[config.mk]
export PLATFORM = sky130hd
export DESIGN_NAME = periodic_timer_slot_array_core
export DESIGN_NICKNAME = d
export VERILOG_FILES = /design/src/hw/rtl/ptsa_pkg.sv /design/src/hw/rtl/ptsa_cell.sv /design/src/hw/rtl/periodic_timer_slot_array_core.sv
export SDC_FILE = /design/constraint.sdc
export NUM_CORES = 1
export LEC_CHECK = 0
export BUFFER_PORTS_ARGS = -buffer_cell sky130_fd_sc_hd__buf_2
export CAP_MARGIN = 20
export CORE_MARGIN = 5
export CORE_UTILIZATION = 48
export CTS_CLUSTER_SIZE = 8
export DETAILED_ROUTE_END_ITERATION = 6
export HOLD_SLACK_MARGIN = 0.03
export PLACE_DENSITY = 0.61
export SYNTH_ARGS = -nofsm -noshare
export SYNTH_HDL_FRONTEND = slang
export SYNTH_SLANG_ARGS = --single-unit
[constraint.sdc]
create_clock -name clock -period 12 [get_ports clock]
set_input_delay 1.2 -clock clock [delete_from_list [all_inputs] [get_ports clock]]
set_output_delay 1.2 -clock clock [all_outputs]
set_load 0.03 [all_outputs]
[src/hw/rtl/ptsa_pkg.sv]
// ----------------------------------------------------------------------------
// Periodic timer slot array - shared types and codes
// Word layouts, command and result codes and slot record used by the ring.
// ----------------------------------------------------------------------------
package ptsa_pkg;

   localparam int TIME_W = 32;
   localparam int STEP_W = 8;
   localparam logic [STEP_W-1:0] STEP_RESET = 8'd19;

   // command codes
   localparam logic [1:0] CMD_TICK   = 2'd0;
   localparam logic [1:0] CMD_ADD    = 2'd1;
   localparam logic [1:0] CMD_REMOVE = 2'd2;

   // result kinds
   localparam logic [2:0] KIND_ADDED   = 3'd0;
   localparam logic [2:0] KIND_FULL    = 3'd1;
   localparam logic [2:0] KIND_REMOVED = 3'd2;
   localparam logic [2:0] KIND_FIRED   = 3'd3;
   localparam logic [2:0] KIND_TICK    = 3'd4;

   typedef struct packed {
      logic [1:0]  cmd;
      logic [30:0] delay;
      logic [2:0]  timer_id;
   } ptsa_req_type;

   typedef struct packed {
      logic [2:0]        kind;
      logic [2:0]        timer_id_res;
      logic [TIME_W-1:0] period;
      logic [TIME_W-1:0] timestamp;
      logic              last;
   } ptsa_rsp_type;

   // contents of one timer slot
   typedef struct packed {
      logic              enabled;
      logic [TIME_W-1:0] period;
      logic [TIME_W-1:0] deadline;
      logic              dl_epoch;
   } ptsa_slot_type;

endpackage

[src/hw/rtl/ptsa_cell.sv]
// ----------------------------------------------------------------------------
// Periodic timer slot array - slot cell
// Holds one timer slot; takes its neighbour's slot when the ring shifts.
// ----------------------------------------------------------------------------
module ptsa_cell
   import ptsa_pkg::*;
(
   input  logic          clock,
   input  logic          reset,
   input  logic          shift,
   input  ptsa_slot_type slot_in,
   output ptsa_slot_type slot_out
);

   logic              enabled_ff;
   logic              enabled_in;
   logic [TIME_W-1:0] period_ff;
   logic [TIME_W-1:0] period_in;
   logic [TIME_W-1:0] deadline_ff;
   logic [TIME_W-1:0] deadline_in;
   logic              dl_epoch_ff;
   logic              dl_epoch_in;

   always_comb begin
      enabled_in  = enabled_ff;
      period_in   = period_ff;
      deadline_in = deadline_ff;
      dl_epoch_in = dl_epoch_ff;
      if (shift) begin
         enabled_in  = slot_in.enabled;
         period_in   = slot_in.period;
         deadline_in = slot_in.deadline;
         dl_epoch_in = slot_in.dl_epoch;
      end
   end

   always_ff @(posedge clock) begin
      if (reset) begin
         enabled_ff <= 1'b0;
      end else begin
         enabled_ff <= enabled_in;
      end
   end

   // slot payload: only meaningful once the slot has been claimed
   always_ff @(posedge clock) begin
      period_ff   <= period_in;
      deadline_ff <= deadline_in;
      dl_epoch_ff <= dl_epoch_in;
   end

   assign slot_out.enabled  = enabled_ff;
   assign slot_out.period   = period_ff;
   assign slot_out.deadline = deadline_ff;
   assign slot_out.dl_epoch = dl_epoch_ff;

endmodule

[src/hw/rtl/periodic_timer_slot_array_core.sv]
// ----------------------------------------------------------------------------
// Periodic timer slot array - top level
// Coarse time counter with epoch bit and a ring of periodic timer slots.
// ----------------------------------------------------------------------------
// The block keeps a 32-bit time counter plus an epoch bit and TIMER_SLOTS
// timer slots held in a ring of cells. Each accepted word is one of: tick
// (advance time by csr tick_step, wrapping to zero and flipping the epoch on
// overflow, then fire every due slot in index order followed by a tick-done
// word), add (claim the lowest free slot, period = delay + delay/4, answer
// added or table full) or remove (free a slot by index). Command code three
// is swallowed with no answer. Every other command walks the ring once: the
// slot in cell 0 is examined and updated by the head logic and written back
// at the tail while the ring shifts by one, so slot k sits at the head on
// walk step k. An item passes through accept, one walk step per slot and one
// closing step; the walk and the closing step pause while the result
// register is full and not being taken. A new word is taken as soon as the
// closing step has been done, even while its last result is still waiting
// in the output. tick_step may be written at any idle time and resets to 19.
// ----------------------------------------------------------------------------
module periodic_timer_slot_array_core
   import ptsa_pkg::*;
#(
   parameter int TIMER_SLOTS = 5
)(
   input  logic              clock,
   input  logic              reset,
   // command words
   input  logic              req_valid,
   output logic              req_stall,
   input  ptsa_req_type      req_word,
   // result words
   output logic              rsp_valid,
   input  logic              rsp_stall,
   output ptsa_rsp_type      rsp_word,
   // tick step register
   input  logic              csr_wr_en,
   input  logic [STEP_W-1:0] csr_wr_data
);

   // walk counter: narrowest index that covers all slots
   localparam int CNT_W = (TIMER_SLOTS > 1) ? $clog2(TIMER_SLOTS) : 1;
   localparam logic [CNT_W-1:0] LAST_IDX = CNT_W'(TIMER_SLOTS - 1);

   typedef enum logic [1:0] {
      ST_IDLE,
      ST_WALK,
      ST_FINISH
   } state_type;

   state_type         state_ff,    state_in;
   logic [CNT_W-1:0]  walk_idx_ff, walk_idx_in;
   logic [1:0]        cmd_ff,      cmd_in;
   logic [2:0]        id_ff,       id_in;
   logic [TIME_W-1:0] add_per_ff,  add_per_in;
   logic              found_ff,    found_in;
   logic [TIME_W-1:0] time_ff,     time_in;
   logic              epoch_ff,    epoch_in;
   logic [STEP_W-1:0] step_ff,     step_in;
   logic              rsp_valid_ff, rsp_valid_in;
   ptsa_rsp_type      rsp_word_ff,  rsp_word_in;

   // ring of slot cells
   ptsa_slot_type cell_out [TIMER_SLOTS];
   ptsa_slot_type head;
   ptsa_slot_type head_new;
   logic          ring_shift;

   genvar gi;
   generate
      for (gi = 0; gi < TIMER_SLOTS; gi++) begin : g_cell
         ptsa_slot_type cell_in;
         if (gi == TIMER_SLOTS - 1) begin : g_tail
            assign cell_in = head_new;
         end else begin : g_mid
            assign cell_in = cell_out[gi+1];
         end
         ptsa_cell u_cell (
            .clock    (clock),
            .reset    (reset),
            .shift    (ring_shift),
            .slot_in  (cell_in),
            .slot_out (cell_out[gi])
         );
      end
   endgenerate

   assign head = cell_out[0];

   // time + step, carry means wrap to zero
   logic [TIME_W:0] tick_sum;
   assign tick_sum = {1'b0, time_ff} + {{(TIME_W+1-STEP_W){1'b0}}, step_ff};

   // shared reload adder: time + period of the head slot or of the new timer
   logic [TIME_W-1:0] reload_per;
   logic [TIME_W:0]   reload_sum;
   logic              reload_epoch;
   assign reload_per   = (cmd_ff == CMD_ADD) ? add_per_ff : head.period;
   assign reload_sum   = {1'b0, time_ff} + {1'b0, reload_per};
   assign reload_epoch = reload_sum[TIME_W] ? ~epoch_ff : epoch_ff;

   logic head_due;
   assign head_due = head.enabled && (head.dl_epoch == epoch_ff) &&
                     (time_ff >= head.deadline);

   logic out_free;
   assign out_free = !rsp_valid_ff || !rsp_stall;

   always_comb begin
      state_in     = state_ff;
      walk_idx_in  = walk_idx_ff;
      cmd_in       = cmd_ff;
      id_in        = id_ff;
      add_per_in   = add_per_ff;
      found_in     = found_ff;
      time_in      = time_ff;
      epoch_in     = epoch_ff;
      step_in      = step_ff;
      rsp_valid_in = rsp_valid_ff;
      rsp_word_in  = rsp_word_ff;
      ring_shift   = 1'b0;
      head_new     = head;

      if (csr_wr_en) begin
         step_in = csr_wr_data;
      end

      if (rsp_valid_ff && !rsp_stall) begin
         rsp_valid_in = 1'b0;
      end

      case (state_ff)
         ST_IDLE: begin
            if (req_valid) begin
               cmd_in      = req_word.cmd;
               id_in       = req_word.timer_id;
               add_per_in  = {1'b0, req_word.delay} + {3'b000, req_word.delay[30:2]};
               found_in    = 1'b0;
               walk_idx_in = '0;
               case (req_word.cmd)
                  CMD_TICK: begin
                     if (tick_sum[TIME_W]) begin
                        time_in  = '0;
                        epoch_in = ~epoch_ff;
                     end else begin
                        time_in = tick_sum[TIME_W-1:0];
                     end
                     state_in = ST_WALK;
                  end
                  CMD_ADD: begin
                     state_in = ST_WALK;
                  end
                  CMD_REMOVE: begin
                     state_in = ST_WALK;
                  end
                  default: begin
                     state_in = ST_IDLE;
                  end
               endcase
            end
         end

         ST_WALK: begin
            if (out_free) begin
               ring_shift = 1'b1;
               case (cmd_ff)
                  CMD_TICK: begin
                     if (head_due) begin
                        head_new.deadline = reload_sum[TIME_W-1:0];
                        head_new.dl_epoch = reload_epoch;
                        rsp_valid_in = 1'b1;
                        rsp_word_in.kind         = KIND_FIRED;
                        rsp_word_in.timer_id_res = 3'(walk_idx_ff);
                        rsp_word_in.period       = head.period;
                        rsp_word_in.timestamp    = time_ff;
                        rsp_word_in.last         = 1'b0;
                     end
                  end
                  CMD_ADD: begin
                     if (!found_ff && !head.enabled) begin
                        head_new.enabled  = 1'b1;
                        head_new.period   = add_per_ff;
                        head_new.deadline = reload_sum[TIME_W-1:0];
                        head_new.dl_epoch = reload_epoch;
                        found_in = 1'b1;
                        rsp_valid_in = 1'b1;
                        rsp_word_in.kind         = KIND_ADDED;
                        rsp_word_in.timer_id_res = 3'(walk_idx_ff);
                        rsp_word_in.period       = add_per_ff;
                        rsp_word_in.timestamp    = time_ff;
                        rsp_word_in.last         = 1'b1;
                     end
                  end
                  CMD_REMOVE: begin
                     if (32'(id_ff) == 32'(walk_idx_ff)) begin
                        head_new.enabled = 1'b0;
                     end
                  end
                  default: begin
                     head_new = head;
                  end
               endcase
               if (walk_idx_ff == LAST_IDX) begin
                  state_in = ST_FINISH;
               end else begin
                  walk_idx_in = walk_idx_ff + CNT_W'(1);
               end
            end
         end

         ST_FINISH: begin
            if (out_free) begin
               state_in = ST_IDLE;
               rsp_word_in.timestamp = time_ff;
               rsp_word_in.period    = '0;
               rsp_word_in.last      = 1'b1;
               case (cmd_ff)
                  CMD_TICK: begin
                     rsp_valid_in = 1'b1;
                     rsp_word_in.kind         = KIND_TICK;
                     rsp_word_in.timer_id_res = '0;
                  end
                  CMD_ADD: begin
                     // a claimed slot already answered during the walk
                     if (!found_ff) begin
                        rsp_valid_in = 1'b1;
                        rsp_word_in.kind         = KIND_FULL;
                        rsp_word_in.timer_id_res = '0;
                     end
                  end
                  default: begin
                     rsp_valid_in = 1'b1;
                     rsp_word_in.kind         = KIND_REMOVED;
                     rsp_word_in.timer_id_res = id_ff;
                  end
               endcase
            end
         end

         default: begin
            state_in = ST_IDLE;
         end
      endcase
   end

   always_ff @(posedge clock) begin
      if (reset) begin
         state_ff     <= ST_IDLE;
         walk_idx_ff  <= '0;
         found_ff     <= 1'b0;
         time_ff      <= '0;
         epoch_ff     <= 1'b0;
         step_ff      <= STEP_RESET;
         rsp_valid_ff <= 1'b0;
      end else begin
         state_ff     <= state_in;
         walk_idx_ff  <= walk_idx_in;
         found_ff     <= found_in;
         time_ff      <= time_in;
         epoch_ff     <= epoch_in;
         step_ff      <= step_in;
         rsp_valid_ff <= rsp_valid_in;
      end
   end

   // command and result payload
   always_ff @(posedge clock) begin
      cmd_ff      <= cmd_in;
      id_ff       <= id_in;
      add_per_ff  <= add_per_in;
      rsp_word_ff <= rsp_word_in;
   end

   assign req_stall = (state_ff != ST_IDLE);
   assign rsp_valid = rsp_valid_ff;
   assign rsp_word  = rsp_word_ff;

endmodule
* Yosys cells after proc, flatten, opt, wreduce, memory -nomap -nowiden *
Index checks and enable logic that the tools add are counted.
Widths: inputs -> output; s select.

cells by class
  add/sub/neg operators = 4
  magnitude comparators = 1
  equality and inequality tests = 20
  muxes and demuxes = 45
  bitwise operators = 1
  reductions and logical operators = 24

operator list
  cell                number
  $mux 71             4
  $pmux 71 s2         2
  $mux 66             3
  $mux 32             3
  $pmux 33 s2         1
  $add 32x32->33      1
  $add 32x8->33       1
  $mux 33             1
  $add 31x29->32      1
  $ge 32x32->1        1
  $mux 1              16
  $ne 2x2->1 const B  7
  $ne 3x3->1 const B  4
  $pmux 6 s2          1
  $reduce_and 4->1    3
  $mux 3              3
  $mux 2              4
  $pmux 1 s2          4
  $reduce_and 7->1    1
  $eq 2x1->1 const B  3
  $eq 2x2->1 const B  3
  $logic_not 2->1     3
  $mux 6              1
  $pmux 2 s3          1
  15 further kinds    23

word-level totals
  register bits after elaboration = 486
  bits of input ports = 49
  output and inout bits = 73
  word-level logic and storage cells = 130

* Logic depth before layout (Yosys ltp) *
Gate-level depths: netlist (run 1).

  depth after elaboration = 8
  mapped depth = 15

* Hierarchy *
A second synthesis (run 1) with hierarchy kept.

unflattened totals
  cells, all modules = 1473
  area total of the unflattened synthesis = 21137.8 µm²

modules (own cells, without submodules)
  module                          times used  cells an instance  area each (µm²)
  periodic_timer_slot_array_core  1           1123               11134.4
  ptsa_cell                       5           70                 2000.7

* Worst setup path after synthesis (run 1) *
OpenSTA, ideal clock, no wires.

  path kind = input port to flip-flop
  start = input rsp_stall
  end = register g_cell[4].u_cell.period_ff[10] (data pin)
  library setup time = 0.260 ns
  arrival time = 9.627 ns
  required time = 11.740 ns
  path slack = 2.113 ns
  cell stages on the path = 6
  path buffers = 1
  cells stage by stage = nand2_1 > nand2_1 > inv_1 > nand2_1 > buf_1 > mux2_2

RTL lines
  item                    line                                  RTL
  start: declaration      periodic_timer_slot_array_core.sv:33  input logic rsp_stall,
  end signal: assignment  ptsa_cell.sv:47                       period_ff <= period_in;
  end: declaration        ptsa_cell.sv:17                       logic [TIME_W-1:0] period_ff;

==> impl_metrics.tcl, run 1 <==
set metrics [dict create \
    arrival_ns 4.89 \
    drive_gt1_share_pct 17.2 \
    outcome "complete, no violations" \
    postCtsSetupBuffers 0 \
    vdd_drop_max_v 0.000106 \
    synth.area.top_cells "edfxtp_1 61%, ha_1 6.5%, dfxtp_1 5.0%, mux2_2 3.4%, a21oi_1 2.4%" \
    num_io_pins 122 \
    viasPerCell 5.46 \
    synth_cells 1519 \
    setup_viol 0 \
    drt_iter0_markers 1001 \
    grt_pass1_wl_um 69800 \
    clock-sinks 486 \
    drv_cap 0 \
    fp.dieW_um 221 \
    rsz0062_at_grt "no" \
    seq_area_um2 14100 \
    power_mw 4.40 \
    hold_viol 0 \
    cts_tree "yes" \
    fp.dieArea_um2 48700 \
    htreeDepth 3 \
    syn_to_final_growth_pct 15.4 \
    first_global_vias 12400 \
    reg2reg_depth 13 \
    gr-usage-all-layers_pct 18.7 \
    skew_ns 0.0238 \
    port_buffers 121 \
    multiInputGateArea_um2 6730 \
    die_y_um 221 \
    cts_made_buffers 71 \
    syn_nets 1681 \
    ys_warn_count 0 \
    slew_headroom_pct 30.6 \
    finalCoreUtilization_pct 55.8 \
    ctsLongestPathBuffers 3 \
    critPathMaxFanout 39 \
    finalCriticalPeriod_ns 4.56 \
    fmax_ghz 0.219 \
    synthTopCellsByCount "433 x edfxtp_1, 110 x ha_1, 104 x a21oi_1" \
    antenna_found_initial 0 \
    hold_class "reg2reg" \
    start_util_pct 48.4 \
    synth_top_area_share_pct 61.1 \
    synthArstFlopShare_pct 0 \
    fillers 3564 \
    regToRegSetupSlack_ns 7.44 \
    overflow 0 \
    yosysMostFrequentCell "edfxtp_1" \
    synth_edf_count 433 \
    tightest_slew_ns 1.04 \
    cts_resized 0 \
    power_leakage_nw 9.11 \
    n_antenna_cell 0 \
    path_clk_slew_ns 0.05 \
    synth_ff_type "edfxtp_1" \
    hold_depth 0 \
    syn_avg_cell_area_um2 14.0 \
    powerDensity_nw_per_um2 179 \
    rows 77 \
    wl_um 45100 \
    post-dp-hpwl_um 31500 \
    syn_area_um2 21300 \
    num_vias 12600 \
    post_drt_wl_per_cell_um 19.5 \
    insertion_delay_ns 0.58 \
    endpoint_kind "flop" \
    place.gp.congestion 0.875 \
    cts-hold-fix-buffers 0 \
    drc_errors 0 \
    drt_pre_antenna_iters 5 \
    slew_viol_final 0 \
    yosys.area.top_type "edfxtp_1" \
    tns_ns 0 \
    grt_max_degree 119 \
    synth-seq-cells 486 \
    synth_cell_type_count 78 \
    final_antenna_net_count 0 \
    worstPathRequired_ns 12.33 \
    critPathKind "reg2reg" \
    fin_crit_sh_pct 38.0 \
    ys_seq_area_share_pct 66.1 \
    worstSetupStartpointType "flop" \
    cts_root_buf "clkbuf_16" \
    nNetsFinal 1843 \
    coreArea_um2 44000 \
]
==> routing by layer <==
layer	GRT usage, %	wire length [um]
met1	28.1	21900
met4	5.66	892
met5	0	0
met2	27.8	19800
met3	3.48	2470
==> sequential cells by signal (all words and copies together), names as in the netlist, 3 cells and up <==
register / cells
add_per_ff: 32
g_cell.u_cell.enabled_ff: 5
g_cell.u_cell.dl_epoch_ff: 5
walk_idx_ff: 3
time_ff: 32
rsp_word: 71
g_cell.u_cell.deadline_ff: 160
g_cell.u_cell.period_ff: 160
id_ff: 3
step_ff: 8
==> cell type report <==
type                    instances  area share (%)
repair buffers                132            2.81
clock buffers                 107            8.21
multi-input cells             916            27.4
well taps                     592            3.01
flip-flops and latches        486            57.2
inverters                      74            1.16
clock inverters                 4           0.158
==> power by group <==
group,total [mW],internal [mW],switching [mW],leakage (nW)
Clock,1.82,1.14,0.673,0.993
Combinational,0.457,0.154,0.303,3.66
Sequential,2.13,2.06,0.0646,4.46
==> per-stage QoR <==
stage	setup slack, ns	instance area [um^2]	hold WS [ns]	cells
2_1_floorplan	2.11	21300	0.400	1519
3_3_place_gp	7.46	22500	0.400	2198
3_5_place_dp	7.44	22500	0.405	2199
4_1_cts	7.40	24600	0.404	2310
5_1_grt	7.10	24600	0.417	2311
6_report	7.44	24600	0.404	2311
==> cell families after synthesis <==
logic type / count (synthesis) / share of synthesized area [%]
compound gates: 299 / 9.23
xor+xnor: 90 / 3.70
fa+ha+maj: 113 / 6.75
buf+inv: 117 / 2.40
flops: 486 / 66.1
mux: 71 / 3.71
simple gates: 343 / 8.16
==> cell usage in the layout (no fill, tap or decap), types with 12 or more instances in the layout <==
master	count
a211oi_1	13
a21o_1	16
a21oi_1	104
a22o_1	31
and2_1	37
buf_2	122
clkbuf_1	31
clkbuf_16	76
dfxtp_1	53
edfxtp_1	433
ha_1	109
inv_1	72
mux2_2	64
nand2_1	62
nand2b_1	12
nand3_1	34
nand4_1	22
nor2_1	101
nor3_1	20
o21ai_0	47
o21bai_1	14
xnor2_1	56
xor2_1	34
==> critical path: stages, from the launching register on <==
cell and delay [ns]:
edfxtp_1 0.44, inv_1 0.12, ha_2 0.84, mux2_2 0.44
ha_1 0.22, fa_1 0.41, nand3_1 0.13, a21oi_1 0.13
nor3_1 0.38, nor4b_2 0.16, o2111ai_1 0.28, a211oi_1 0.13
or3_1 0.36, a32o_1 0.25
==> worst paths after layout <==
kind,startpoint,endpoint
worst max-delay path,cmd_ff[1]$_DFFE_PP_,g_cell[4].u_cell.deadline_ff[30]$_DFFE_PP_
worst min-delay path,g_cell[1].u_cell.period_ff[5]$_DFFE_PP_,g_cell[0].u_cell.period_ff[5]$_DFFE_PP_
worst min register to register,g_cell[1].u_cell.period_ff[5]$_DFFE_PP_,g_cell[0].u_cell.period_ff[5]$_DFFE_PP_
worst max register to register,cmd_ff[1]$_DFFE_PP_,g_cell[4].u_cell.deadline_ff[30]$_DFFE_PP_
Power figures use the tool's default switching activity.
==> run 2: changes to the inputs <==
ABC_AREA = 1   (was not set)
clock period = 4.3 ns   (was 12 ns; I/O delays follow)
==> run 2 against run 1 <==
  * Die area increased by 3.5%
  * Power increased to 3.9 times the previous value
  * Sequential share of layout area decreased by 2.0 points
  * Register-to-register slack worse by 6.5 ns
  * Flip-flop and latch count did not move
  * Fmax increased by 35%
  * Sequential power rose to 3.8 times the previous value
  * Global-route usage is 1.7 points higher
  * Worst setup slack lost 6.5 ns
  * Synthesized cell count up 29%
  * Design area rose by 3.6%
  * Clock power grew to 2.8 times the previous value
  * Critical path type unchanged
  * Critical endpoint is now g_cell[4].u_cell.deadline_ff[26]$_DFFE_PP_
==> impl_metrics.tcl, run 2 <==
set metrics [dict create \
    vdd_drop_max_v 0.000558 \
    tns_ns 0 \
    slew_headroom_pct 18.4 \
    critPathMaxFanout 40 \
    layout_setup_ws_ns 0.912 \
    final_antenna_net_count 0 \
    first_global_vias 14400 \
    grt_max_degree 209 \
    cts_tree "yes" \
    drt_pre_antenna_iters 5 \
    grt_util_met1_pct 29.1 \
    ys_seq_area_share_pct 63.7 \
    finalCoreUtilization_pct 56.1 \
    start_util_pct 48.6 \
    finalCriticalPeriod_ns 3.39 \
    post_drt_wl_per_cell_um 18.2 \
    num_io_pins 122 \
    post-dp-hpwl_um 36700 \
    viasPerCell 5.27 \
    synthTopCellsByCount "463 x nand2_1, 433 x edfxtp_1, 180 x inv_1" \
    powerDensity_nw_per_um2 680 \
    ys_warn_count 0 \
    hold_ws_ns 0.0743 \
    cts_root_buf "clkbuf_16" \
    worstPathRequired_ns 4.63 \
    slew_viol_final 0 \
    synth.area.top_cells "edfxtp_1 59%, nand2_1 7.9%, ha_1 6.2%, dfxtp_1 4.8%, a21oi_1 3.7%" \
    die_y_um 224 \
    syn_to_final_growth_pct 15.4 \
    synth_cells 1965 \
    critPathKind "reg2reg" \
    worstSetupStartpointType "flop" \
    place_worst_setup_slack_ns 0.880 \
    grt_use_met2_pct 31.2 \
    cts_made_buffers 71 \
    clock-sinks 486 \
    syn_area_um2 22100 \
    hold_viol 0 \
    regToRegSetupSlack_ns 0.91 \
    hold_class "in2reg" \
    port_buffers 121 \
    grt_pass1_wl_um 79900 \
    nNetsFinal 2309 \
    antenna_found_initial 0 \
    drv_cap 0 \
    ctsLongestPathBuffers 3 \
    wl_um 50900 \
    endpoint_kind "flop" \
    power_leakage_nw 10.3 \
    final_common_cell "nand2_1" \
    yosys.area.top_type "edfxtp_1" \
    n_antenna_cell 0 \
    synth_edf_count 433 \
    hold_depth 3 \
    top_usage_layer "met2" \
    fillers 3867 \
    arrival_ns 3.72 \
    final_cell_mix "463 x nand2_1, 433 x edfxtp_1, 178 x inv_1" \
    fin_crit_sh_pct 78.8 \
    path_clk_slew_ns 0.05 \
    synthArstFlopShare_pct 0 \
    yosysMostFrequentCell "nand2_1" \
    fmax_ghz 0.295 \
    syn_avg_cell_area_um2 11.2 \
    drive_gt1_share_pct 13.2 \
    gr-usage-all-layers_pct 20.4 \
    synth_ff_type "edfxtp_1" \
    outcome "complete, no violations" \
    finalNonFillerCells 2789 \
    reg2reg_depth 18 \
    insertion_delay_ns 0.59 \
    dp_cells 2671 \
    synth_top_area_share_pct 58.9 \
    rows 78 \
    skew_ns 0.0229 \
    num_vias 14700 \
    tightest_slew_ns 1.22 \
    coreArea_um2 45400 \
    synth_cell_type_count 57 \
    drt_iter0_markers 1051 \
    postCtsSetupBuffers 0 \
    place.gp.congestion 0.935 \
    fp.dieArea_um2 50400 \
    overflow 0 \
    cts-hold-fix-buffers 3 \
    setup_viol 0 \
    htreeDepth 3 \
    gr-usage-met3_pct 3.97 \
    fp.dieW_um 224 \
    syn_nets 2127 \
    synth-seq-cells 486 \
    drc_errors 0 \
    rsz0062_at_grt "no" \
    cts_resized 0 \
]
run 2: cell types whose count changed after synthesis, moves of 27 or more:
cell	delta
o21ai_0	+27
nand3_1	+56
a22o_1	-31
and2_1	-36
a21oi_1	+59
nand2_1	+401
inv_1	+107
mux2_2	-32
xnor2_1	-45
nor2_1	+43
run 2: cell families after synthesis:
| logic type | synth area share, % |
|---|---|
| simple gates | 14.9 |
| mux | 1.63 |
| xor+xnor | 1.75 |
| fa+ha+maj | 6.51 |
| flops | 63.7 |
| buf+inv | 3.95 |
| compound gates | 7.53 |
run 2: critical path, stage by stage, from the launching register on:
cell,delay [ns]
edfxtp_1,0.44
inv_1,0.11
ha_1,0.18
buf_4,0.42
nand2_1,0.15
nand2_1,0.19
ha_1,0.28
a21oi_1,0.15
nand2_1,0.12
a21oi_1,0.23
inv_1,0.11
nand2_1,0.07
nand3_1,0.14
nand2_1,0.20
nand2_1,0.07
nand2_1,0.07
nand2_1,0.05
nand3_1,0.06
nand2_1,0.08
run 2: final timing paths:
check	start	endpoint
max	cmd_ff[1]$_DFFE_PP_	g_cell[4].u_cell.deadline_ff[26]$_DFFE_PP_
min	csr_wr_data[0]	step_ff[0]$_SDFFE_PP1P_
max reg2reg	cmd_ff[1]$_DFFE_PP_	g_cell[4].u_cell.deadline_ff[26]$_DFFE_PP_
min reg2reg	g_cell[3].u_cell.deadline_ff[5]$_DFFE_PP_	g_cell[2].u_cell.deadline_ff[5]$_DFFE_PP_
run 2: metrics by stage:
stage / power (mW) / instance area, um^2
6_report: 17.3 / 25500
5_1_grt: 18.3 / 25500
4_1_cts: 17.5 / 25500
3_5_place_dp: 12.4 / 23400
3_3_place_gp: 12.3 / 23400
2_1_floorplan: 11.0 / 22100
run 2: cell type report:
| class | instances | area (um^2) | share of cell area, % |
|---|---|---|---|
| Sequential cell | 486 | 14100 | 55.2 |
| Multi-Input combinational cell | 1260 | 7150 | 28.1 |
| Clock buffer | 110 | 1960 | 7.72 |
| Timing Repair Buffer | 138 | 753 | 2.96 |
| Tap cell | 600 | 751 | 2.95 |
| Inverter | 190 | 721 | 2.83 |
| Clock inverter | 5 | 53.8 | 0.211 |
run 2: power breakdown:
part           leakage, nW  internal [mW]  switching, mW
clock network        0.969           3.11           1.91
registers             4.48           7.54          0.560
logic                 4.88           1.07           3.12
run 2: per-layer routing:
| layer | share of wire, % | wire (um) | vias to the layer above |
|---|---|---|---|
| met2 | 45 | 23100 | 372 |
| met3 | 5.7 | 2880 | 73 |
| met1 | 46 | 23600 | 7010 |
| li1 | - | - | 7249 |
| met5 | 0 | 0 | - |
| met4 | 2.7 | 1360 | 0 |
==> run 3: changes to the inputs <==
PLACE_DENSITY = 0.64   (was 0.61)
clock period = 2.9 ns   (was 4.3 ns; I/O delays follow)
==> run 3 against run 2 <==
  * Global-route usage increased by 0.26 points
  * Sequential power rose by 48%
  * Worst setup slack lost 0.80 ns
  * Worst hold slack got worse by 0.0011 ns
  * Via count grew 3.5%
  * Critical path type unchanged
  * First-iteration DRC count up 0.19%
  * Register-to-register slack lost 0.80 ns
  * Power is 54% higher
  * Clock skew rose by 0.00061 ns
==> impl_metrics.tcl, run 3 (synthesized netlist as in run 2, its figures left out) <==
set metrics [dict create \
    endpoint_kind "flop" \
    htreeDepth 3 \
    rsz0062_at_grt "yes" \
    grt_pass1_wl_um 81400 \
    slew_viol_final 0 \
    powerDensity_nw_per_um2 991 \
    final_common_cell "nand2_1" \
    skew_ns 0.0235 \
    post-dp-hpwl_um 37700 \
    overflow 0 \
    coreArea_um2 45400 \
    start_util_pct 48.6 \
    top_usage_layer "met2" \
    gr-usage-met3_pct 3.48 \
    fp.dieArea_um2 50400 \
    final_antenna_net_count 0 \
    num_vias 15200 \
    dp_cells 2750 \
    critPathKind "reg2reg" \
    worstPathRequired_ns 3.23 \
    post_drt_wl_per_cell_um 18.4 \
    max_stage_delay_ns 0.40 \
    place.gp.congestion 0.859 \
    first_global_vias 14900 \
    placed_area_um2 24100 \
    nNetsFinal 2411 \
    slew_headroom_pct 51.7 \
    fmax_ghz 0.358 \
    arrival_ns 3.12 \
    drc_errors 0 \
    layout_setup_ws_ns 0.110 \
    worstSetupStartpointType "flop" \
    die_y_um 224 \
    setup_viol 0 \
    slowest_stage "edfxtp_1" \
    antenna_found_initial 0 \
    grt_util_met1_pct 29.7 \
    rows 78 \
    crit_path_frequent_cell "nand2_1" \
    hold_class "in2reg" \
    syn_to_final_growth_pct 22.0 \
    num_io_pins 122 \
    vdd_drop_max_v 0.000817 \
    drive_gt1_share_pct 20.3 \
    fp.dieW_um 224 \
    place_worst_setup_slack_ns -0.142 \
    gr-usage-all-layers_pct 20.6 \
    drv_cap 0 \
    cts_root_buf "clkbuf_16" \
    viasPerCell 5.27 \
    hold_viol 0 \
    fin_crit_sh_pct 96.2 \
    insertion_delay_ns 0.59 \
    finalCriticalPeriod_ns 2.79 \
    final_cell_mix "434 x nand2_1, 433 x edfxtp_1, 177 x inv_1" \
    wl_um 53100 \
    finalNonFillerCells 2885 \
    critPathMaxFanout 15 \
    tightest_slew_ns 0.724 \
    path_clk_slew_ns 0.05 \
    clock-sinks 486 \
    power_leakage_nw 10.9 \
    n_antenna_cell 0 \
    drt_iter0_markers 1053 \
    grt_use_met2_pct 32.3 \
    ctsLongestPathBuffers 3 \
    power_mw 26.7 \
    cts_tree "yes" \
    port_buffers 121 \
    cts_made_buffers 70 \
    path_cells "inv_2 -> ha_4 -> inv_4 -> clkbuf_16 -> nand2_1 -> nand2_1 -> ha_4 -> nand2_1 -> nor2_2 -> inv_1 -> nor3_1 -> nand2_1 -> nand2_2 -> nand3_1 -> nand2_1 -> nand2_1 -> nand4_1 -> nand2_1" \
    outcome "complete, no violations" \
    fin_area_um2 26900 \
    drt_pre_antenna_iters 5 \
    grt_max_degree 101 \
]
[run 3: changes by cell type in the layout (fill, tap and decap cells not counted), moves of 14 or more]
cell / previous run / this run
dlygate4sd3_1: 3 / 17
ha_1: 109 / 82
ha_4: 1 / 25
nand2_2: 5 / 34
nand2_1: 463 / 434
buf_4: 13 / 90
[run 3: metal layers]
metal | share of wire, % | routed length (um)
met5 | 0 | 0
met3 | 6.0 | 3190
met4 | 2.2 | 1190
met2 | 46 | 24500
met1 | 46 | 24200
[run 3: layout make-up]
class | instances | area [um^2]
sequential | 486 | 14100
multi-input combinational | 1260 | 7660
fill | 3669 | 18500
tap | 600 | 751
inverter | 190 | 723
clock buffer | 105 | 1970
timing repair buffer | 241 | 1710
clock inverter | 3 | 33.8
[run 3: stage by stage]
| step | util, % | TNS (ns) | hold slack [ns] |
|---|---|---|---|
| 5_1_grt | 59.3 | -0.218 | 0.0742 |
| 2_1_floorplan | - | -1272.32 | 0.389 |
| 4_1_cts | 58.0 | 0 | 0.0306 |
| 3_3_place_gp | 53.1 | -0.119 | 0.400 |
| 6_report | 59.3 | 0 | 0.0732 |
| 3_5_place_dp | 53.1 | -0.347 | 0.405 |
[run 3: final timing paths]
path,from,to,slack [ns],cells past startpoint
worst min register to register,g_cell[1].u_cell.period_ff[8]$_DFFE_PP_,g_cell[0].u_cell.period_ff[8]$_DFFE_PP_,0.40,0
worst min-delay path,csr_wr_en,step_ff[0]$_SDFFE_PP1P_,0.07,3
worst max register to register,cmd_ff[1]$_DFFE_PP_,g_cell[4].u_cell.dl_epoch_ff$_DFFE_PP_,0.11,18
worst max-delay path,cmd_ff[1]$_DFFE_PP_,g_cell[4].u_cell.dl_epoch_ff$_DFFE_PP_,0.11,18
[run 3: what timing repair did]
| action | in CTS | in global routing |
|---|---|---|
| setup buffers | 1 | 7 |
| endpoints found under the setup margin | 40 | 51 |
| gates resized for setup | 7 | 102 |
| hold buffers | 17 | 0 |
| endpoints found under the hold margin | 14 | 0 |
| pin swaps | 1 | 12 |
| cloned | 0 | 2 |
[run 3: where the power goes]
| part | total (mW) | internal, mW | switching, mW |
|---|---|---|---|
| clock network | 7.44 | 4.62 | 2.82 |
| registers | 12.0 | 11.1 | 0.847 |
| logic | 7.24 | 2.27 | 4.98 |
| total | 26.7 | 18.0 | 8.64 |
[run 3: critical path: cells and delay by family, from the launching register on]
family | cells | cell delay (ns)
adder cells (fa/ha/maj) | 2 | 0.48
buffers and inverters | 4 | 0.45
flip-flops | 1 | 0.40
AND/OR/NAND/NOR | 12 | 1.20
